<file path="src/rtl/assert_macros.svh">
// ----------------------------------------------------------------------------
// Assertion macros
// Shared concurrent assertion forms for the ICMP receive checker. Each use
// samples on the rising edge of clk and is switched off while rst_n is low.
// ----------------------------------------------------------------------------
`ifndef ASSERT_MACROS_SVH
`define ASSERT_MACROS_SVH

// A property that must hold at every clock edge.
`define ASSERT_PROP(label, prop, msg) \
  label: assert property (@(posedge clk) disable iff (!rst_n) (prop)) else $error(msg);

// When the antecedent holds, the consequent must hold in the next cycle.
`define ASSERT_NEXT(label, ante, cons, msg) \
  label: assert property (@(posedge clk) disable iff (!rst_n) (ante) |=> (cons)) else $error(msg);

`endif

</file>
<file path="src/rtl/icmp_rc_pkg.sv">
// ----------------------------------------------------------------------------
// icmp_rc_pkg
// Types, constants and field codes shared by the ICMP receive checker.
// ----------------------------------------------------------------------------
package icmp_rc_pkg;

  // Rate limiter timing: one credit is earned per MS_PER_CREDIT milliseconds.
  localparam int unsigned MS_PER_CREDIT = 1000;
  localparam int unsigned CREDIT_CAP    = 255;

  // Elapsed time beyond CAP_MS can never earn more than the largest burst,
  // so it is clamped before the division.
  localparam int unsigned CAP_MS    = CREDIT_CAP * MS_PER_CREDIT;
  localparam int unsigned ELAPSED_W = $clog2(CAP_MS + 1);

  // Division by MS_PER_CREDIT as a multiplication by a rounded-up reciprocal.
  // With this shift the quotient is exact for every clamped elapsed value.
  localparam int unsigned DIV_SHIFT = ELAPSED_W + $clog2(MS_PER_CREDIT);
  localparam int unsigned RECIP_W   = ELAPSED_W + 1;
  localparam int unsigned PROD_W    = ELAPSED_W + RECIP_W;
  localparam logic [63:0] RECIP_FULL =
    ((64'd1 << DIV_SHIFT) + 64'(MS_PER_CREDIT) - 64'd1) / 64'(MS_PER_CREDIT);
  localparam logic [RECIP_W-1:0]   RECIP       = RECIP_FULL[RECIP_W-1:0];
  localparam logic [ELAPSED_W-1:0] ELAPSED_CAP = ELAPSED_W'(CAP_MS);

  // Register and counter values.
  localparam logic [7:0]  BURST_RESET = 8'd10;
  localparam logic [15:0] SUPP_MAX    = 16'hffff;

  // Message checks.
  localparam logic [15:0] CSUM_GOOD  = 16'hffff;
  localparam logic [47:0] BCAST_MAC  = 48'hffff_ffff_ffff;
  localparam logic [3:0]  MIN_BYTES  = 4'd8;
  localparam logic [3:0]  BYTE_SAT   = 4'd15;
  localparam logic [7:0]  TYPE_MAX   = 8'd18;

  // Word positions within the header.
  localparam logic [2:0] IDX_TYPE_CODE = 3'd0;
  localparam logic [2:0] IDX_CHECKSUM  = 3'd1;
  localparam logic [2:0] IDX_REST_HI   = 3'd2;
  localparam logic [2:0] IDX_REST_LO   = 3'd3;

  // Message types and code limits.
  localparam logic [7:0] TYPE_UNREACH      = 8'd3;
  localparam logic [7:0] TYPE_ECHO_REQ     = 8'd8;
  localparam logic [7:0] TYPE_TIME_EXCEED  = 8'd11;
  localparam logic [7:0] TYPE_TSTAMP_REQ   = 8'd13;
  localparam logic [7:0] TYPE_MASK_REQ     = 8'd17;
  localparam logic [7:0] CODE_UNREACH_LIM  = 8'd13;
  localparam logic [7:0] CODE_TIMEX_LIM    = 8'd2;

  // One bit per type that has no assigned meaning (1, 2, 6, 7, 9, 10, 15, 16).
  localparam logic [31:0] UNASSIGNED_MASK = 32'h0001_86c6;

  typedef enum logic [3:0] {
    V_SHORT      = 4'd0,
    V_ODD        = 4'd1,
    V_BADSUM     = 4'd2,
    V_UNKNOWN    = 4'd3,
    V_BCAST_DROP = 4'd4,
    V_ECHO       = 4'd5,
    V_NOTICE     = 4'd6,
    V_BAD_CODE   = 4'd7,
    V_UNASSIGNED = 4'd8
  } verdict_t;

  // Summary of one complete message, handed from the accumulator to the
  // rate limiter.
  typedef struct packed {
    verdict_t    verdict;
    logic        lim_use;
    logic        query;
    logic [7:0]  msg_type;
    logic [7:0]  msg_code;
    logic [31:0] rest;
    logic [15:0] rchk;
    logic [31:0] now_ms;
  } msg_t;

endpackage

</file>
<file path="src/rtl/icmp_rc_accum.sv">
// ----------------------------------------------------------------------------
// icmp_rc_accum
// Input register, per-message word accumulator and message classifier.
// Hands one summary per message to the rate limiter.
// ----------------------------------------------------------------------------
`include "assert_macros.svh"

module icmp_rc_accum (
  input  logic               clk,
  input  logic               rst_n,
  input  logic               in_valid,
  output logic               in_ready,
  input  logic [15:0]        in_word,
  input  logic               in_single_byte,
  input  logic               in_last,
  input  logic [47:0]        in_dest_mac,
  input  logic [31:0]        in_now_ms,
  output logic               m_valid,
  input  logic               m_ready,
  output icmp_rc_pkg::msg_t  m
);

  // One's-complement add with end-around carry.
  function automatic logic [15:0] oc_add(input logic [15:0] s, input logic [15:0] w);
    logic [16:0] t;
    t = {1'b0, s} + {1'b0, w};
    return t[15:0] + 16'(t[16]);
  endfunction

  // Input register.
  logic        v0_r;
  logic [15:0] word_r;
  logic        sb_r;
  logic        last_r;
  logic        bcast_r;
  logic [31:0] now_r;

  // Message state.
  logic [3:0]  bc_r;
  logic [15:0] vsum_r;
  logic [15:0] rsum_r;
  logic [15:0] tcw_r;
  logic [31:0] shw_r;
  logic        fbc_r;

  // Summary register.
  logic              m_valid_r;
  icmp_rc_pkg::msg_t m_r;

  logic              accept;
  logic              s0_go;
  logic              m_free;
  logic              odd;
  logic [15:0]       w;
  logic [2:0]        idx;
  logic [15:0]       tcw_nxt;
  logic [31:0]       shw_nxt;
  logic              fbc_nxt;
  logic [15:0]       vsum_nxt;
  logic [15:0]       rsum_nxt;
  logic [4:0]        bc_sum;
  logic [3:0]        bc_nxt;
  logic [7:0]        tval;
  logic [7:0]        code;
  logic              passed;
  icmp_rc_pkg::msg_t m_nxt;

  // Handshake: a non-last beat leaves freely, a last beat needs a free summary slot.
  assign m_free   = !m_valid_r || m_ready;
  assign s0_go    = v0_r && (!last_r || m_free);
  assign in_ready = !v0_r || s0_go;
  assign accept   = in_valid && in_ready;

  // Word as added: an odd last beat carries only its upper byte.
  assign odd = last_r && sb_r;
  assign w   = odd ? {word_r[15:8], 8'h00} : word_r;
  assign idx = bc_r[3:1];

  // Header capture and running sums for this beat.
  always_comb begin
    tcw_nxt  = tcw_r;
    fbc_nxt  = fbc_r;
    shw_nxt  = shw_r;
    if (idx == icmp_rc_pkg::IDX_TYPE_CODE) begin
      tcw_nxt = w;
      fbc_nxt = bcast_r;
    end else if (idx == icmp_rc_pkg::IDX_REST_HI) begin
      shw_nxt = {w, shw_r[15:0]};
    end else if (idx == icmp_rc_pkg::IDX_REST_LO) begin
      shw_nxt = {shw_r[31:16], w};
    end

    vsum_nxt = oc_add(vsum_r, w);
    if (idx == icmp_rc_pkg::IDX_TYPE_CODE) begin
      rsum_nxt = oc_add(rsum_r, {8'h00, w[7:0]});
    end else if (idx == icmp_rc_pkg::IDX_CHECKSUM) begin
      rsum_nxt = rsum_r;
    end else begin
      rsum_nxt = oc_add(rsum_r, w);
    end

    bc_sum = {1'b0, bc_r} + (odd ? 5'd1 : 5'd2);
    bc_nxt = (bc_sum > {1'b0, icmp_rc_pkg::BYTE_SAT}) ? icmp_rc_pkg::BYTE_SAT : bc_sum[3:0];
  end

  // Classification of the completed message.
  assign tval = tcw_nxt[15:8];
  assign code = tcw_nxt[7:0];

  always_comb begin
    passed          = 1'b0;
    m_nxt.msg_type  = tval;
    m_nxt.msg_code  = code;
    m_nxt.rest      = shw_nxt;
    m_nxt.now_ms    = now_r;
    m_nxt.query     = (tval == icmp_rc_pkg::TYPE_ECHO_REQ) ||
                      (tval == icmp_rc_pkg::TYPE_TSTAMP_REQ) ||
                      (tval == icmp_rc_pkg::TYPE_MASK_REQ);
    m_nxt.rchk      = 16'h0000;
    if (bc_nxt < icmp_rc_pkg::MIN_BYTES) begin
      m_nxt.verdict = icmp_rc_pkg::V_SHORT;
    end else if (odd) begin
      m_nxt.verdict = icmp_rc_pkg::V_ODD;
    end else if (vsum_nxt != icmp_rc_pkg::CSUM_GOOD) begin
      m_nxt.verdict = icmp_rc_pkg::V_BADSUM;
    end else if (tval > icmp_rc_pkg::TYPE_MAX) begin
      m_nxt.verdict = icmp_rc_pkg::V_UNKNOWN;
    end else begin
      passed = 1'b1;
      if (tval == icmp_rc_pkg::TYPE_ECHO_REQ) begin
        m_nxt.verdict = icmp_rc_pkg::V_ECHO;
        // A sum of all ones folds to zero first, so the result is never zero.
        m_nxt.rchk    = (rsum_nxt == 16'hffff) ? 16'hffff : ~rsum_nxt;
      end else if (((tval == icmp_rc_pkg::TYPE_UNREACH) &&
                    (code >= icmp_rc_pkg::CODE_UNREACH_LIM)) ||
                   ((tval == icmp_rc_pkg::TYPE_TIME_EXCEED) &&
                    (code >= icmp_rc_pkg::CODE_TIMEX_LIM))) begin
        m_nxt.verdict = icmp_rc_pkg::V_BAD_CODE;
      end else if (icmp_rc_pkg::UNASSIGNED_MASK[tval[4:0]]) begin
        m_nxt.verdict = icmp_rc_pkg::V_UNASSIGNED;
      end else begin
        m_nxt.verdict = icmp_rc_pkg::V_NOTICE;
      end
    end
    m_nxt.lim_use = passed && fbc_nxt;
  end

  // Control registers.
  always_ff @(posedge clk) begin
    if (!rst_n) begin
      v0_r      <= 1'b0;
      m_valid_r <= 1'b0;
      bc_r      <= '0;
      vsum_r    <= '0;
      rsum_r    <= '0;
      tcw_r     <= '0;
      shw_r     <= '0;
      fbc_r     <= 1'b0;
    end else begin
      if (accept) begin
        v0_r <= 1'b1;
      end else if (s0_go) begin
        v0_r <= 1'b0;
      end

      if (s0_go && last_r) begin
        m_valid_r <= 1'b1;
      end else if (m_ready) begin
        m_valid_r <= 1'b0;
      end

      // Message state returns to zero after the last beat.
      if (s0_go) begin
        if (last_r) begin
          bc_r   <= '0;
          vsum_r <= '0;
          rsum_r <= '0;
          tcw_r  <= '0;
          shw_r  <= '0;
          fbc_r  <= 1'b0;
        end else begin
          bc_r   <= bc_nxt;
          vsum_r <= vsum_nxt;
          rsum_r <= rsum_nxt;
          tcw_r  <= tcw_nxt;
          shw_r  <= shw_nxt;
          fbc_r  <= fbc_nxt;
        end
      end
    end
  end

  // Payload registers.
  always_ff @(posedge clk) begin
    if (accept) begin
      word_r  <= in_word;
      sb_r    <= in_single_byte;
      last_r  <= in_last;
      bcast_r <= (in_dest_mac == icmp_rc_pkg::BCAST_MAC);
      now_r   <= in_now_ms;
    end
    if (s0_go && last_r) begin
      m_r <= m_nxt;
    end
  end

  assign m_valid = m_valid_r;
  assign m       = m_r;

  `ASSERT_NEXT(a_state_clear_after_last, s0_go && last_r, (bc_r == '0) && (vsum_r == '0), "message state not cleared after last beat")
  `ASSERT_PROP(a_limiter_only_on_pass, m_valid_r && m_r.lim_use |-> m_r.verdict > icmp_rc_pkg::V_BCAST_DROP, "limiter requested for a failed message")

endmodule

</file>
<file path="src/rtl/icmp_rc_limiter.sv">
// ----------------------------------------------------------------------------
// icmp_rc_limiter
// Token-bucket rate limiter for broadcast messages and the result register.
// Three stages: elapsed time, credits earned, credit decision.
// ----------------------------------------------------------------------------
`include "assert_macros.svh"

module icmp_rc_limiter (
  input  logic               clk,
  input  logic               rst_n,
  input  logic [7:0]         burst_limit,
  input  logic               m_valid,
  output logic               m_ready,
  input  icmp_rc_pkg::msg_t  m,
  output logic               out_valid,
  input  logic               out_stall,
  output logic [3:0]         out_verdict,
  output logic [7:0]         out_msg_type,
  output logic [7:0]         out_msg_code,
  output logic [31:0]        out_rest_of_header,
  output logic [15:0]        out_reply_checksum,
  output logic               out_log_allowed,
  output logic [15:0]        out_suppressed_reported
);

  // Elapsed stage.
  logic                               e_valid_r;
  icmp_rc_pkg::msg_t                  e_msg_r;
  logic [icmp_rc_pkg::ELAPSED_W-1:0]  e_elapsed_r;
  logic [31:0]                        lgt_r;

  // Quotient stage.
  logic              q_valid_r;
  icmp_rc_pkg::msg_t q_msg_r;
  logic [7:0]        q_quot_r;

  // Limiter state.
  logic [7:0]  credit_r;
  logic [15:0] supp_r;

  // Result register.
  logic                  out_valid_r;
  icmp_rc_pkg::verdict_t out_verdict_r;
  logic [7:0]            out_type_r;
  logic [7:0]            out_code_r;
  logic [31:0]           out_rest_r;
  logic [15:0]           out_rchk_r;
  logic                  out_allowed_r;
  logic [15:0]           out_supp_r;

  logic                               out_free;
  logic                               q_free;
  logic                               e_free;
  logic                               q_go;
  logic                               e_go;
  logic                               m_go;
  logic [31:0]                        elapsed;
  logic [icmp_rc_pkg::ELAPSED_W-1:0]  elapsed_clamp;
  logic [icmp_rc_pkg::PROD_W-1:0]     prod;
  logic [8:0]                         cred_sum;
  logic [7:0]                         creds;
  logic                               grant;

  // Stage handshakes.
  assign out_free = !out_valid_r || !out_stall;
  assign q_free   = !q_valid_r || out_free;
  assign e_free   = !e_valid_r || q_free;
  assign q_go     = q_valid_r && out_free;
  assign e_go     = e_valid_r && q_free;
  assign m_go     = m_valid && e_free;
  assign m_ready  = e_free;

  // Time since the limiter was last used, clamped to what can matter.
  assign elapsed       = m.now_ms - lgt_r;
  assign elapsed_clamp = (elapsed > 32'(icmp_rc_pkg::ELAPSED_CAP)) ?
                         icmp_rc_pkg::ELAPSED_CAP :
                         elapsed[icmp_rc_pkg::ELAPSED_W-1:0];

  // Credits earned: elapsed divided by the credit period via its reciprocal.
  assign prod = icmp_rc_pkg::PROD_W'(e_elapsed_r) * icmp_rc_pkg::PROD_W'(icmp_rc_pkg::RECIP);

  // Credit decision, capped at the burst limit.
  assign cred_sum = {1'b0, credit_r} + {1'b0, q_quot_r};
  assign creds    = (cred_sum > {1'b0, burst_limit}) ? burst_limit : cred_sum[7:0];
  assign grant    = (creds != 8'd0);

  // Control and limiter state.
  always_ff @(posedge clk) begin
    if (!rst_n) begin
      e_valid_r   <= 1'b0;
      q_valid_r   <= 1'b0;
      out_valid_r <= 1'b0;
      lgt_r       <= '0;
      credit_r    <= icmp_rc_pkg::BURST_RESET;
      supp_r      <= '0;
    end else begin
      if (m_go) begin
        e_valid_r <= 1'b1;
      end else if (e_go) begin
        e_valid_r <= 1'b0;
      end

      if (e_go) begin
        q_valid_r <= 1'b1;
      end else if (q_go) begin
        q_valid_r <= 1'b0;
      end

      if (q_go) begin
        out_valid_r <= 1'b1;
      end else if (!out_stall) begin
        out_valid_r <= 1'b0;
      end

      if (m_go && m.lim_use) begin
        lgt_r <= m.now_ms;
      end

      if (q_go && q_msg_r.lim_use) begin
        if (grant) begin
          credit_r <= creds - 8'd1;
          supp_r   <= '0;
        end else begin
          credit_r <= '0;
          if (supp_r != icmp_rc_pkg::SUPP_MAX) begin
            supp_r <= supp_r + 16'd1;
          end
        end
      end
    end
  end

  // Payload registers.
  always_ff @(posedge clk) begin
    if (m_go) begin
      e_msg_r     <= m;
      e_elapsed_r <= elapsed_clamp;
    end
    if (e_go) begin
      q_msg_r  <= e_msg_r;
      q_quot_r <= prod[icmp_rc_pkg::DIV_SHIFT +: 8];
    end
    if (q_go) begin
      out_type_r    <= q_msg_r.msg_type;
      out_code_r    <= q_msg_r.msg_code;
      out_rest_r    <= q_msg_r.rest;
      out_rchk_r    <= q_msg_r.rchk;
      out_allowed_r <= q_msg_r.lim_use && grant;
      out_supp_r    <= (q_msg_r.lim_use && grant) ? supp_r : 16'h0000;
      // An error-class broadcast is dropped whatever the limiter decides.
      out_verdict_r <= (q_msg_r.lim_use && !q_msg_r.query) ?
                       icmp_rc_pkg::V_BCAST_DROP : q_msg_r.verdict;
    end
  end

  assign out_valid               = out_valid_r;
  assign out_verdict             = out_verdict_r;
  assign out_msg_type            = out_type_r;
  assign out_msg_code            = out_code_r;
  assign out_rest_of_header      = out_rest_r;
  assign out_reply_checksum      = out_rchk_r;
  assign out_log_allowed         = out_allowed_r;
  assign out_suppressed_reported = out_supp_r;

  `ASSERT_PROP(a_release_needs_grant, out_valid_r && (out_supp_r != '0) |-> out_allowed_r, "suppressed count released without a grant")
  `ASSERT_PROP(a_rchk_only_on_echo, out_valid_r |-> (out_verdict_r == icmp_rc_pkg::V_ECHO) == (out_rchk_r != '0), "reply checksum and echo verdict disagree")
  `ASSERT_NEXT(a_grant_clears_supp, q_go && q_msg_r.lim_use && grant, supp_r == '0, "suppressed count not cleared on grant")

endmodule

</file>
<file path="src/rtl/icmp_receive_checker_unit.sv">
// ----------------------------------------------------------------------------
// icmp_receive_checker_unit
// ICMP receive checker: checksum, length and type checks with a broadcast
// rate limiter.
// ----------------------------------------------------------------------------
// The block takes one 16-bit message word per cycle while in_stall is low,
// with no gaps needed between words or messages, and returns one result per
// message. The last word passes through the input register, the summary
// register of the word accumulator and classifier, and the elapsed, quotient
// and result registers of the rate limiter, whose credit division is a
// reciprocal multiply registered in a stage of its own. Non-last words give
// no result. The burst limit register may be written at any time the block
// is idle; the block needs no start-up sweep after reset.
// ----------------------------------------------------------------------------
module icmp_receive_checker_unit (
  input  logic        clk,
  input  logic        rst_n,
  input  logic        cfg_wr_en,
  input  logic [7:0]  cfg_wr_data,
  input  logic        in_valid,
  output logic        in_stall,
  input  logic [15:0] in_packet_word,
  input  logic        in_single_byte,
  input  logic        in_last_word,
  input  logic [47:0] in_dest_mac,
  input  logic [31:0] in_now_ms,
  output logic        out_valid,
  input  logic        out_stall,
  output logic [3:0]  out_verdict,
  output logic [7:0]  out_msg_type,
  output logic [7:0]  out_msg_code,
  output logic [31:0] out_rest_of_header,
  output logic [15:0] out_reply_checksum,
  output logic        out_log_allowed,
  output logic [15:0] out_suppressed_reported
);

  logic [7:0]        burst_limit_r;
  logic              in_ready;
  logic              m_valid;
  logic              m_ready;
  icmp_rc_pkg::msg_t m;

  // Burst limit register.
  always_ff @(posedge clk) begin
    if (!rst_n) begin
      burst_limit_r <= icmp_rc_pkg::BURST_RESET;
    end else if (cfg_wr_en) begin
      burst_limit_r <= cfg_wr_data;
    end
  end

  assign in_stall = !in_ready;

  // Word accumulation and classification.
  icmp_rc_accum u_accum (
    .clk            (clk),
    .rst_n          (rst_n),
    .in_valid       (in_valid),
    .in_ready       (in_ready),
    .in_word        (in_packet_word),
    .in_single_byte (in_single_byte),
    .in_last        (in_last_word),
    .in_dest_mac    (in_dest_mac),
    .in_now_ms      (in_now_ms),
    .m_valid        (m_valid),
    .m_ready        (m_ready),
    .m              (m)
  );

  // Broadcast rate limiting and result register.
  icmp_rc_limiter u_limiter (
    .clk                     (clk),
    .rst_n                   (rst_n),
    .burst_limit             (burst_limit_r),
    .m_valid                 (m_valid),
    .m_ready                 (m_ready),
    .m                       (m),
    .out_valid               (out_valid),
    .out_stall               (out_stall),
    .out_verdict             (out_verdict),
    .out_msg_type            (out_msg_type),
    .out_msg_code            (out_msg_code),
    .out_rest_of_header      (out_rest_of_header),
    .out_reply_checksum      (out_reply_checksum),
    .out_log_allowed         (out_log_allowed),
    .out_suppressed_reported (out_suppressed_reported)
  );

endmodule

</file>
<file path="config.mk">
export PLATFORM = sky130hd
export DESIGN_NAME = icmp_receive_checker_unit
export DESIGN_NICKNAME = d
export VERILOG_FILES = /design/src/rtl/icmp_rc_pkg.sv /design/src/rtl/icmp_rc_accum.sv /design/src/rtl/icmp_rc_limiter.sv /design/src/rtl/icmp_receive_checker_unit.sv
export VERILOG_INCLUDE_DIRS = /design/src /design/src/rtl
export SDC_FILE = /design/constraint.sdc
export NUM_CORES = 1
export LEC_CHECK = 0
export BUFFER_PORTS_ARGS = -buffer_cell sky130_fd_sc_hd__buf_2
export CAP_MARGIN = 20
export CORE_MARGIN = 2
export CORE_UTILIZATION = 40
export CTS_CLUSTER_DIAMETER = 60
export DETAILED_ROUTE_END_ITERATION = 8
export GPL_ROUTABILITY_DRIVEN = 0
export MAX_ROUTING_LAYER = met4
export SLEW_MARGIN = 20
export SYNTH_ARGS = -nofsm -noshare
export SYNTH_HDL_FRONTEND = slang
export SYNTH_SLANG_ARGS = --single-unit
</file>
<file path="constraint.sdc">
create_clock -name clk -period 9.6 [get_ports clk]
set_input_delay 0 -clock clk [delete_from_list [all_inputs] [get_ports clk]]
set_output_delay 0 -clock clk [all_outputs]
set_load 0.05 [all_outputs]
</file>
==> results.yml <==
finish:
  multi_input_area_sq_um: 13400
  seqCellArea_sq_um: 15200
  nFillCells: 6775
  nNetsFinal: 3341
  layout_commonest_cell: "edfxtp_1"
  area_delta_synth_final_pct: 16.0
  layout-drive-gt1-share_pct: 13.6
  utilization_pct: 46.8
  final_cell_mix: "404 x edfxtp_1, 246 x inv_1, 234 x nand2_1"
  fin_area_sq_um: 34800
pwr:
  powerDensity_nw_per_um2: 163
  p_leak_nw: 13.3
  ir_worst_vdd_uv: 150
die:
  rows: 100
  coreArea_sq_um: 74300
  top_level_ports: 198
  initial_utilization_pct: 40.4
  die_area_sq_um: 77200
  die_h_um: 278
  die_w_um: 278
sta:
  fmax_mhz: 135
  setup_ws_ns: 2.17
  period_minus_slack_ns: 7.43
  hold_viol: 0
  drv_slew: 0
  fin_crit_sh_pct: 77.4
  setup_tns_ns: 0
  finalSetupViolations: 0
  relSlewSlack_pct: 28.7
  tightest_slew_ns: 1.07
  rsz0062_at_grt: "no"
  fin_hold_ws_ns: 0.0646
  clock_skew_ns: 0.0510
place:
  io_buffers: 197
  place_area_sq_um: 31900
  pre_cts_slack_ns: 2.35
  hpwl_mm: 49.4
critical_path:
  crit_fanout: 19
  crit_arrival_ns: 7.85
  criticalPathCategory: "flip-flop to flip-flop"
  startpoint_type: "flip-flop"
  end_kind: "flip-flop"
  required_ns: 10.02
synth:
  synth-edff-count: 404
  synthArstFlopShare_pct: 0
  ys_ff_latch: 558
  synth_ff_type: "edfxtp_1"
  yosys-top-cells-area: "edfxtp_1 40%, dfxtp_1 10%, ha_1 9.4%, fa_1 3.3%, inv_1 3.1%"
  syn_area_sq_um: 30000
  avgSynthCellArea_sq_um: 11.1
  syn-num-nets: 3094
  ys_types: 100
  netlist.top_cell.by_area: "edfxtp_1"
  synth_seq_area_share_pct: 50.7
  yosys_warnings: 0
  yosysTopAreaCellShare_pct: 40.5
  syn_inst: 2709
detailed_routing:
  via_per_inst: 5.37
  via_count: 21400
  wl_met2_mm: 33.8
  drt-initial-drc-count: 1619
  dr_wl_met3_mm: 3.43
  ant_nets: 0
  post-route-drc-count: 0
  avgRoutedWirePerCell_um: 17.9
  top_layer: "met4"
  met1_length_mm: 32.0
  drt_first_pass_iters: 5
  wl_mm: 71.4
cts:
  cts_buffers: 60
  cts_buffer_depth: 3
  root_buffer: "clkbuf_16"
  htree_num_levels: 2
  cts_tree: "done"
  cts.sinks: 558
  postCtsSetupRepairBufs: 0
  insertion_delay_ns: 0.65
  cts.clk_slew.worst_paths_ns: 0.06
run_status:
  status: "complete, no violations"
global_routing:
  grt_pass1_vias: 21500
  grt_pass1_wl_mm: 113
  overflow: 0
  antenna_found_initial: 1
  grtUsageTotal_pct: 18.7
  grt_max_degree: 108
hold_path:
  hold_class: "input pin to flip-flop"
job:
  drv_cap: 0
[synth_stat cells (all sizes together) (17+ instances only)]
cell and n:
nand4 36, clkbuf 84, nand2 236, xor2 32, o21a 17, and2 29, ha 225, nor3 62
a21o 28, nand3 89, inv 248, a21boi 84, xnor2 79, o211ai 20, and3 52, nor2 124
a22oi 23, dfxtp 154, nand2b 22, buf 35, a21oi 118, or3 17, mux2i 31, edfxtp 404
nor2b 62, fa 49, mux2 20, a211oi 17, o21ai 94
[layer usage]
metal | vias up | track usage [%]
met5 | - | -
met4 | 0 | 6.64
met3 | 121 | 2.59
met2 | 582 | 30.4
met1 | 10400 | 24.0
li1 | 10300 | -
[final timing paths]
| kind | to | cells after the start | slack (ns) | start |
|---|---|---|---|---|
| worst min-delay path | u_accum.word_r[12]$_DFFE_PP_ | 2 | 0.06 | in_packet_word[12] |
| worst max-delay path | u_accum.m[36]$_SDFFCE_PP0P_ | 26 | 2.17 | u_accum.sb_r$_DFFE_PP_ |
| worst min register to register | u_limiter.q_msg_r[96]$_DFFE_PP_ | 0 | 0.39 | u_limiter.e_msg_r[96]$_DFFE_PP_ |
| worst max register to register | u_accum.m[36]$_SDFFCE_PP0P_ | 26 | 2.17 | u_accum.sb_r$_DFFE_PP_ |
[layout make-up]
cell class,count,area share [%]
tap,969,3.48
antenna,1,0.00719
multi-input combinational,1784,38.4
clock inverter,38,1.25
sequential,558,43.7
clock buffer,74,4.67
inverter,248,2.68
timing repair buffer,304,5.76
[critical path, cell delays in order (launching register included)]
cell       delay [ns]
edfxtp_1         0.66
nand2_4          0.33
nand2_1          0.16
inv_1            0.17
ha_1             0.20
ha_1             0.26
o21bai_1         0.16
and3_1           0.32
a41oi_1          0.18
a32oi_1          0.40
nand2_1          0.10
nand2_1          0.08
a21oi_1          0.06
nor2b_1          0.12
o21ai_0          0.08
nand2b_1         0.13
ha_1             0.18
ha_1             0.19
nor3b_1          0.19
a22oi_1          0.17
nor4b_1          0.81
nand4_1          0.31
xnor2_1          0.20
nand2_1          0.06
o21ai_0          0.17
nand4bb_1        0.87
o41ai_1          0.62
[registers in the layout, indices dropped and copies added (netlist names), 18 cells and up]
| register | count |
|---|---|
| u_limiter.e_elapsed_r | 18 |
| u_limiter.q_msg_r | 70 |
| u_accum.m | 102 |
| u_accum.shw_r | 32 |
| u_accum.now_r | 32 |
| u_limiter.lgt_r | 32 |
| u_limiter.e_msg_r | 70 |
| u_limiter.out_rest_of_header | 32 |
[repair_timing]
action | in CTS | in global routing
gates resized for setup | 0 | 0
hold buffers | 82 | 0
hold endpoints to repair | 109 | 0
[report_power, final]
part           internal, mW  leakage, nW  switching, mW
clock                  1.35        0.982          0.998
combinational         0.260         7.47          0.384
sequential             2.63         4.89         0.0441
total                  4.25         13.3           1.43
[per-stage QoR]
stage	power (mW)	cells
6_report	5.67	3976
5_1_grt	5.92	3976
4_1_cts	5.74	3973
3_5_place_dp	3.34	3779
3_3_place_gp	3.32	3779
2_1_floorplan	3.17	2709
[cell families (layout without fill, tap and decap cells)]
family,after synthesis,in the layout,synth area share [%]
buffers and inverters,367,664,4.86
DFF,558,558,50.7
AOI/OAI and AO/OA,553,553,13.2
adders and majority gates,275,275,12.7
muxes,51,51,1.79
other,0,1,0
and+or+nand+nor,794,794,13.4
xor gates and xnor gates,111,111,3.34
No activity file was read; power rests on OpenSTA's default activity.
